## src/design/rgbhsv_pkg.sv

```systemverilog
// rgbhsv_pkg: widths, payload structs and the stage-zero record of the rgb to hsv converter
// no dependencies; imported by every module of the block
package rgbhsv_pkg;

   localparam int CHANNEL_BITS = 8;
   localparam int HUE_BITS     = 16;
   localparam int SAT_BITS     = 16;

   // quotient bits produced by each divider, one per pipeline stage
   localparam int QUOT_BITS = (HUE_BITS > SAT_BITS) ? HUE_BITS : SAT_BITS;
   // prep stage plus one stage per quotient bit
   localparam int STAGES    = QUOT_BITS + 1;

   // hue numerator in sixths of a turn is below 6 * delta
   localparam int HUE_NUM_BITS      = CHANNEL_BITS + 3;
   localparam int HUE_DIVIDEND_BITS = HUE_NUM_BITS + HUE_BITS;
   localparam int HUE_DIVISOR_BITS  = CHANNEL_BITS + 3;
   localparam int SAT_DIVIDEND_BITS = CHANNEL_BITS + SAT_BITS;
   localparam int SAT_DIVISOR_BITS  = CHANNEL_BITS;

   typedef struct packed {
      logic [CHANNEL_BITS-1:0] red;
      logic [CHANNEL_BITS-1:0] green;
      logic [CHANNEL_BITS-1:0] blue;
   } pixel_type;

   typedef struct packed {
      logic [HUE_BITS-1:0]     hue;
      logic [SAT_BITS-1:0]     saturation;
      logic [CHANNEL_BITS-1:0] brightness;
   } hsv_type;

   typedef struct packed {
      logic [HUE_DIVIDEND_BITS-1:0] hue_dividend;
      logic [HUE_DIVISOR_BITS-1:0]  hue_divisor;
      logic [SAT_DIVIDEND_BITS-1:0] sat_dividend;
      logic [SAT_DIVISOR_BITS-1:0]  sat_divisor;
      logic [CHANNEL_BITS-1:0]      bright;
   } prep_type;

endpackage

```

## src/design/rgbhsv_prep.sv

```systemverilog
// rgbhsv_prep: first pipeline stage, max / min / delta, sextant numerator, divider operands
// depends on rgbhsv_pkg
module rgbhsv_prep (
   input  logic                  clock,
   input  logic                  enable,
   input  rgbhsv_pkg::pixel_type pixel,
   output rgbhsv_pkg::prep_type  prep
);
   import rgbhsv_pkg::*;

   localparam int NB = HUE_NUM_BITS;

   logic [CHANNEL_BITS-1:0] r, g, b, mx, mn, rg_min, delta;
   logic                    red_top, green_top;
   logic [NB-1:0]           d_ext, six_d, n;
   prep_type                prep_in, prep_ff;

   always_comb begin
      r = pixel.red;
      g = pixel.green;
      b = pixel.blue;
      // red wins ties, then green
      red_top   = (r >= g) && (r >= b);
      green_top = !red_top && (g >= b);
      mx        = red_top ? r : (green_top ? g : b);
      rg_min    = (r < g) ? r : g;
      mn        = (rg_min < b) ? rg_min : b;
      delta     = mx - mn;
      d_ext     = NB'(delta);
      six_d     = (d_ext << 2) + (d_ext << 1);

      if (red_top) begin
         if (g >= b) begin
            n = NB'(g - b);
         end else begin
            n = six_d - NB'(b - g);   // negative hue wraps one turn
         end
      end else if (green_top) begin
         n = (d_ext << 1) + NB'(b) - NB'(r);
      end else begin
         n = (d_ext << 2) + NB'(r) - NB'(g);
      end

      // a zero divisor becomes one with a zero dividend, giving a zero quotient
      prep_in.hue_dividend = {n, {HUE_BITS{1'b0}}};
      prep_in.hue_divisor  = (delta == '0) ? NB'(1) : six_d;
      prep_in.sat_dividend = {delta, {SAT_BITS{1'b0}}} - SAT_DIVIDEND_BITS'(delta);
      prep_in.sat_divisor  = (mx == '0) ? SAT_DIVISOR_BITS'(1) : mx;
      prep_in.bright       = mx;
   end

   always_ff @(posedge clock) begin
      if (enable) begin
         prep_ff <= prep_in;
      end
   end

   assign prep = prep_ff;

endmodule

```

## src/design/rgbhsv_div.sv

```systemverilog
// rgbhsv_div: pipelined restoring divider, one quotient bit per register stage
// depends on rgbhsv_pkg for nothing but house style; operand widths come in as parameters
module rgbhsv_div #(
   parameter int DIVIDEND_BITS = 24,
   parameter int DIVISOR_BITS  = 8,
   parameter int QUOT_BITS     = 16
) (
   input  logic                     clock,
   input  logic                     enable,
   input  logic [DIVIDEND_BITS-1:0] dividend,
   input  logic [DIVISOR_BITS-1:0]  divisor,
   output logic [QUOT_BITS-1:0]     quotient
);
   import rgbhsv_pkg::*;

   localparam int WIDE = (DIVIDEND_BITS > DIVISOR_BITS + QUOT_BITS) ?
                         DIVIDEND_BITS : DIVISOR_BITS + QUOT_BITS;

   logic [DIVIDEND_BITS-1:0] rem_src [QUOT_BITS];
   logic [DIVIDEND_BITS-1:0] rem_in  [QUOT_BITS];
   logic [DIVIDEND_BITS-1:0] rem_ff  [QUOT_BITS];
   logic [DIVISOR_BITS-1:0]  dvs_src [QUOT_BITS];
   logic [DIVISOR_BITS-1:0]  dvs_ff  [QUOT_BITS];
   logic [QUOT_BITS-1:0]     quo_src [QUOT_BITS];
   logic [QUOT_BITS-1:0]     quo_in  [QUOT_BITS];
   logic [QUOT_BITS-1:0]     quo_ff  [QUOT_BITS];

   for (genvar j = 0; j < QUOT_BITS; j++) begin : g_stage
      logic [WIDE-1:0] rem_ext, sub_ext, diff;
      logic            take;

      if (j == 0) begin : g_first
         assign rem_src[j] = dividend;
         assign dvs_src[j] = divisor;
         assign quo_src[j] = '0;
      end else begin : g_next
         assign rem_src[j] = rem_ff[j-1];
         assign dvs_src[j] = dvs_ff[j-1];
         assign quo_src[j] = quo_ff[j-1];
      end

      // stage j decides quotient bit QUOT_BITS-1-j
      always_comb begin
         rem_ext   = WIDE'(rem_src[j]);
         sub_ext   = WIDE'(dvs_src[j]) << (QUOT_BITS - 1 - j);
         take      = rem_ext >= sub_ext;
         diff      = rem_ext - sub_ext;
         rem_in[j] = take ? diff[DIVIDEND_BITS-1:0] : rem_src[j];
         quo_in[j] = {quo_src[j][QUOT_BITS-2:0], take};
      end

      always_ff @(posedge clock) begin
         if (enable) begin
            rem_ff[j] <= rem_in[j];
            dvs_ff[j] <= dvs_src[j];
            quo_ff[j] <= quo_in[j];
         end
      end
   end

   assign quotient = quo_ff[QUOT_BITS-1];

endmodule

```

## src/design/rgb_to_hsv.sv

```systemverilog
// rgb_to_hsv: top level, valid chain, brightness delay line, output register and skid stage
// depends on rgbhsv_pkg, rgbhsv_prep and rgbhsv_div
// stages: prep stage, 16 divider stages, output register, one quotient bit a stage
// throughput: one pixel per cycle; under a response stall the pipeline keeps moving until a
//    transaction parks in the skid register, and the request side stalls from the next cycle
// reset: synchronous, clears every valid bit; data registers are not reset
module rgb_to_hsv (
   input  logic                  clock,
   input  logic                  reset,
   input  logic                  req_valid,
   output logic                  req_stall,
   input  rgbhsv_pkg::pixel_type req_data,
   output logic                  rsp_valid,
   input  logic                  rsp_stall,
   output rgbhsv_pkg::hsv_type   rsp_data
);
   import rgbhsv_pkg::*;

   // one valid bit per pipeline stage, index 0 is the prep stage
   logic [STAGES-1:0]       valid_in, valid_ff;
   logic                    advance;

   prep_type                prep;
   logic [QUOT_BITS-1:0]    hue_quo, sat_quo;
   logic [CHANNEL_BITS-1:0] bright_ff [QUOT_BITS];

   // output register and the skid register behind it
   hsv_type                 last_data;
   hsv_type                 o_data_ff, s_data_ff;
   logic                    o_valid_in, o_valid_ff, s_valid_in, s_valid_ff;
   logic                    o_take, o_load_last, o_load_skid, s_load;

   // the whole pipeline moves as one while the skid register is empty
   assign advance   = !s_valid_ff;
   assign req_stall = s_valid_ff;

   always_comb begin
      valid_in = valid_ff;
      if (advance) begin
         valid_in = {valid_ff[STAGES-2:0], req_valid};
      end
   end

   always_ff @(posedge clock) begin
      if (reset) begin
         valid_ff <= '0;
      end else begin
         valid_ff <= valid_in;
      end
   end

   // stage zero: extremes, delta and divider operands
   rgbhsv_prep u_prep (
      .clock  (clock),
      .enable (advance),
      .pixel  (req_data),
      .prep   (prep)
   );

   // hue = numerator * 2^HUE_BITS / (6 * delta)
   rgbhsv_div #(
      .DIVIDEND_BITS (HUE_DIVIDEND_BITS),
      .DIVISOR_BITS  (HUE_DIVISOR_BITS),
      .QUOT_BITS     (QUOT_BITS)
   ) u_hue_div (
      .clock    (clock),
      .enable   (advance),
      .dividend (prep.hue_dividend),
      .divisor  (prep.hue_divisor),
      .quotient (hue_quo)
   );

   // saturation = delta * 65535 / max
   rgbhsv_div #(
      .DIVIDEND_BITS (SAT_DIVIDEND_BITS),
      .DIVISOR_BITS  (SAT_DIVISOR_BITS),
      .QUOT_BITS     (QUOT_BITS)
   ) u_sat_div (
      .clock    (clock),
      .enable   (advance),
      .dividend (prep.sat_dividend),
      .divisor  (prep.sat_divisor),
      .quotient (sat_quo)
   );

   // brightness rides alongside the divider stages
   always_ff @(posedge clock) begin
      if (advance) begin
         bright_ff[0] <= prep.bright;
         for (int k = 1; k < QUOT_BITS; k++) begin
            bright_ff[k] <= bright_ff[k-1];
         end
      end
   end

   always_comb begin
      last_data.hue        = hue_quo[HUE_BITS-1:0];
      last_data.saturation = sat_quo[SAT_BITS-1:0];
      last_data.brightness = bright_ff[QUOT_BITS-1];
   end

   // output side: the skid register catches the one transaction that leaves the
   // pipeline in the cycle the output register is found stalled
   assign o_take = o_valid_ff && !rsp_stall;

   always_comb begin
      o_valid_in  = o_valid_ff;
      s_valid_in  = s_valid_ff;
      o_load_last = 1'b0;
      o_load_skid = 1'b0;
      s_load      = 1'b0;
      if (s_valid_ff) begin
         if (o_take) begin
            o_load_skid = 1'b1;
            s_valid_in  = 1'b0;
         end
      end else if (!o_valid_ff || o_take) begin
         o_valid_in  = valid_ff[STAGES-1];
         o_load_last = valid_ff[STAGES-1];
      end else if (valid_ff[STAGES-1]) begin
         s_valid_in = 1'b1;
         s_load     = 1'b1;
      end
   end

   always_ff @(posedge clock) begin
      if (reset) begin
         o_valid_ff <= 1'b0;
         s_valid_ff <= 1'b0;
      end else begin
         o_valid_ff <= o_valid_in;
         s_valid_ff <= s_valid_in;
      end
   end

   always_ff @(posedge clock) begin
      if (o_load_skid) begin
         o_data_ff <= s_data_ff;
      end else if (o_load_last) begin
         o_data_ff <= last_data;
      end
      if (s_load) begin
         s_data_ff <= last_data;
      end
   end

   assign rsp_valid = o_valid_ff;
   assign rsp_data  = o_data_ff;

   // the skid register only fills behind a waiting output register
   a_skid_behind_output: assert property (@(posedge clock) disable iff (reset)
      s_valid_ff |-> o_valid_ff)
      else $error("skid register holds a transaction while the output register is empty");

   // a parked transaction keeps its data while the response side stalls
   a_skid_holds: assert property (@(posedge clock) disable iff (reset)
      s_valid_ff && rsp_stall |=> s_valid_ff && $stable(s_data_ff))
      else $error("skid register lost or changed a parked transaction");

   // a nonzero hue needs a nonzero delta, hence a nonzero saturation
   a_hue_needs_sat: assert property (@(posedge clock) disable iff (reset)
      rsp_valid && (rsp_data.hue != '0) |-> (rsp_data.saturation != '0))
      else $error("nonzero hue with zero saturation");

   // reset empties the pipeline and both output registers
   a_reset_clears: assert property (@(posedge clock)
      reset |=> (valid_ff == '0) && !o_valid_ff && !s_valid_ff)
      else $error("valid bits survived reset");

endmodule

```

## config.mk

```make
export PLATFORM = sky130hd
export DESIGN_NAME = rgb_to_hsv
export DESIGN_NICKNAME = d
export VERILOG_FILES = /design/src/design/rgbhsv_pkg.sv /design/src/design/rgbhsv_prep.sv /design/src/design/rgbhsv_div.sv /design/src/design/rgb_to_hsv.sv
export SDC_FILE = /design/constraint.sdc
export NUM_CORES = 2
export LEC_CHECK = 0
export BUFFER_PORTS_ARGS = -buffer_cell sky130_fd_sc_hd__clkbuf_2
export CORE_ASPECT_RATIO = 1.5
export CORE_MARGIN = 5
export CORE_UTILIZATION = 55
export DETAILED_ROUTE_END_ITERATION = 7
export GPL_TIMING_DRIVEN = 0
export PLACE_DENSITY = 0.71
export SLEW_MARGIN = 20
export SYNTH_ARGS = -nofsm -noshare
export SYNTH_HDL_FRONTEND = slang
export SYNTH_SLANG_ARGS = --single-unit
```

## constraint.sdc

```tcl
create_clock -name clock -period 46.1 [get_ports clock]
set_input_delay 2.305 -clock clock [delete_from_list [all_inputs] [get_ports clock]]
set_output_delay 2.305 -clock clock [all_outputs]
set_load 0.02 [all_outputs]
```

==> run metrics <==
status finished, final reports clean; met3 WL 3790 um; Slew Viols, Final 0; most frequent cells in the layout edfxtp_1, inv_1, ha_1, nand2_1, nor2_1; max-cap violation count 0; DR vias/cell 5.49; clk sinks 1487; setup tns final 0 ns; kind of critical path primary input to flop; final worst path period need 11.39 ns; CTS tree done; power density over cell area 76.9 mW/mm^2; beginning of the critical path req_data[13]; full die area 0.136 sq mm; commonest non-fill, non-tap cell in the layout edfxtp_1; register area share after synthesis 63.0%; dpl hpwl 95300 um; TritonCTS buffer count 138; Syn Inst Count 5479; warning count from the yosys run 0; final count of negative-setup-slack endpoints 0; Final Util 61.0%; via count 41300; Synth Net Count 5949; layout cells sized above 1 7.23%; reg2reg start u_sat_div.dvs_ff[1][16]; Hold Buf Count CTS 0; met2 WL 75200 um; number of synthesized flops with an enable pin 1468; Hold Crit Start bright_ff[0][51]; Startpoint Class primary input; Async SR Flop Fraction 0%; Die Y 449 um; number of gates resized after CTS 0; Post-Syn Area per Cell 12.9 sq um; initial core utilization 55.2%; DRC errors left 0; Final Hold Vio Count 0; Min-Delay Path Depth 0; first-pass GRT wire length 206000 um; placer congestion estimate 0.938; initial antenna violation count 1; WL/cell 17.1 um; Slew @ Worst Pin 1.09 ns; max incr delay on CP 0.85 ns; vias in the first global route 43300; Root Driver clkbuf_16; Rows 161; CP Data Arrival Time 11.83 ns; Tcrit/Tclk final 24.7%; P&R area growth vs syn 10.5%; Metal-1 WL 40200 um; crit end category flop; clk_lat worst skew 0.75 ns; setup bufs post-CTS 0; port bufs 68; relative slew slack 26.7%; Congestion Overflow GR 0; worst-case clock skew 0.0199 ns; Main synth FF type edfxtp_1; Die X 303 um; final antenna-violating net count 0; io pins 70; CP dominant cell by count ha_1; total track usage 18.9%; WL final 129000 um; largest net degree at the start of global routing 123; P_leak 30.1 nW; reg2reg path depth 13; DR pass1 iterations 6; Hold Path Class flop to flop; RSZ-0062 raised after global routing false; slowest cell on the critical path xor2_1; Seq cells post-synth 1487; fmax 87.8 MHz; number of H-tree levels 4; top sig layer met4; Iteration-0 DRC Markers 2167; distinct cell type count after synthesis 88; final layout net count 6172; crit-path max FO 10; synthesized area 0.0706 sq mm; Core ar. 0.128 sq mm; Peak VDD IR 70.8 uV; clock-pin transition on the worst setup and hold timing paths 0.06 ns; clock buffer depth 3; CP Data Required Time 46.53 ns
## path summary, 6_finish.rpt
path | end | slack, ns
setup / recovery | u_prep.prep[75] | 34.71
hold / removal | bright_ff[0][59] | 0.40
setup reg to reg | u_sat_div.rem_ff[1][89] | 41.85
hold reg to reg | bright_ff[0][59] | 0.40
## sequential cells by signal (all words and copies together), names as in the netlist
register and count:
u_sat_div.rem_ff 357, s_data_ff 40, req_stall 1, valid_ff 17, rsp_data 40, u_prep.prep 61
bright_ff 128, u_sat_div.quo_ff 136, u_hue_div.quo_ff 136, u_hue_div.dvs_ff 165, rsp_valid 1, u_sat_div.dvs_ff 120
u_hue_div.rem_ff 285
## power breakdown
group	total (mW)	switching (mW)	internal [mW]	leakage, nW
combinational	2.41	1.35	1.06	13.0
sequential	2.47	0.280	2.19	14.9
clock	1.12	0.477	0.646	2.19
total	6.00	2.11	3.90	30.1
## cell usage after synthesis (11+ instances only)
| cell | n | area [sq um] |
|---|---|---|
| a21oi_1 | 273 | 1370 |
| or2_2 | 14 | 87.6 |
| nand3_1 | 67 | 335 |
| xor2_1 | 181 | 1590 |
| or3_1 | 37 | 231 |
| and2_1 | 15 | 93.8 |
| o21bai_1 | 14 | 105 |
| clkbuf_1 | 62 | 233 |
| and4_1 | 11 | 96.3 |
| and3_1 | 19 | 119 |
| nand4_1 | 45 | 282 |
| nand2b_1 | 63 | 394 |
| mux2i_1 | 35 | 350 |
| nand3b_1 | 18 | 135 |
| a21o_1 | 82 | 616 |
| dfxtp_1 | 19 | 380 |
| o31ai_1 | 75 | 563 |
| ha_1 | 397 | 4970 |
| o21a_1 | 52 | 390 |
| inv_1 | 560 | 2100 |
| nand2_1 | 374 | 1400 |
| nor2_1 | 358 | 1340 |
| edfxtp_1 | 1468 | 44100 |
| mux2_2 | 70 | 788 |
| nor4b_1 | 19 | 166 |
| nor2b_1 | 86 | 538 |
| o21ai_0 | 274 | 1370 |
| nor4_1 | 74 | 463 |
| xnor2_1 | 221 | 1940 |
| or4_1 | 23 | 173 |
| a21boi_0 | 78 | 586 |
| nand4b_1 | 14 | 123 |
| a211oi_1 | 31 | 233 |
| fa_1 | 45 | 901 |
| nor3_1 | 134 | 671 |
## stage by stage
step | power, mW | area, sq um | instances | setup WS, ns | hold slack (ns)
2_1_floorplan | 4.25 | 70600 | 5479 | 12.13 | 0.400
3_3_place_gp | 4.78 | 73100 | 7258 | 1.47 | 0.401
3_5_place_dp | 4.88 | 73600 | 7273 | 33.96 | 0.405
4_1_cts | 6.02 | 78000 | 7521 | 34.77 | 0.401
5_1_grt | 6.42 | 78000 | 7522 | 34.10 | 0.408
6_report | 6.00 | 78000 | 7522 | 34.71 | 0.403
## final cells by class
| cell class | count | area, sq um |
|---|---|---|
| fill | 9546 | 49900 |
| sequential | 1487 | 44500 |
| multi-input combinational | 3342 | 23700 |
| clock buffer | 164 | 3650 |
| tap | 1711 | 2140 |
| inverter | 567 | 2140 |
| clock inverter | 84 | 836 |
| timing repair buffer | 83 | 746 |
| buffer | 83 | 339 |
| antenna | 1 | 2.50 |
## critical path: cells and delay by family
| family | cells | cell delay, ns |
|---|---|---|
| compound gates | 14 | 3.72 |
| xor+xnor | 4 | 1.42 |
| fa+ha+maj | 6 | 1.91 |
| buf+inv | 6 | 1.20 |
| simple gates | 5 | 1.23 |
## routing by layer
layer | GRT usage [%] | up-vias
li1 | - | 20400
met1 | 15.6 | 19700
met2 | 39.0 | 760
met3 | 2.98 | 450
met4 | 12.8 | 0
met5 | 0 | -
## cell families (layout without fill, tap and decap cells)
family	Yosys count	count (layout)	synth area share (%)
buf+inv	650	981	3.50
other cells	0	1	0
xor+xnor	403	403	5.01
simple gates	1414	1414	10.0
mux	105	105	1.61
compound gates	977	977	8.60
flops	1487	1487	63.0
fa+ha+maj	443	443	8.32
Power figures use the tool's default switching activity.
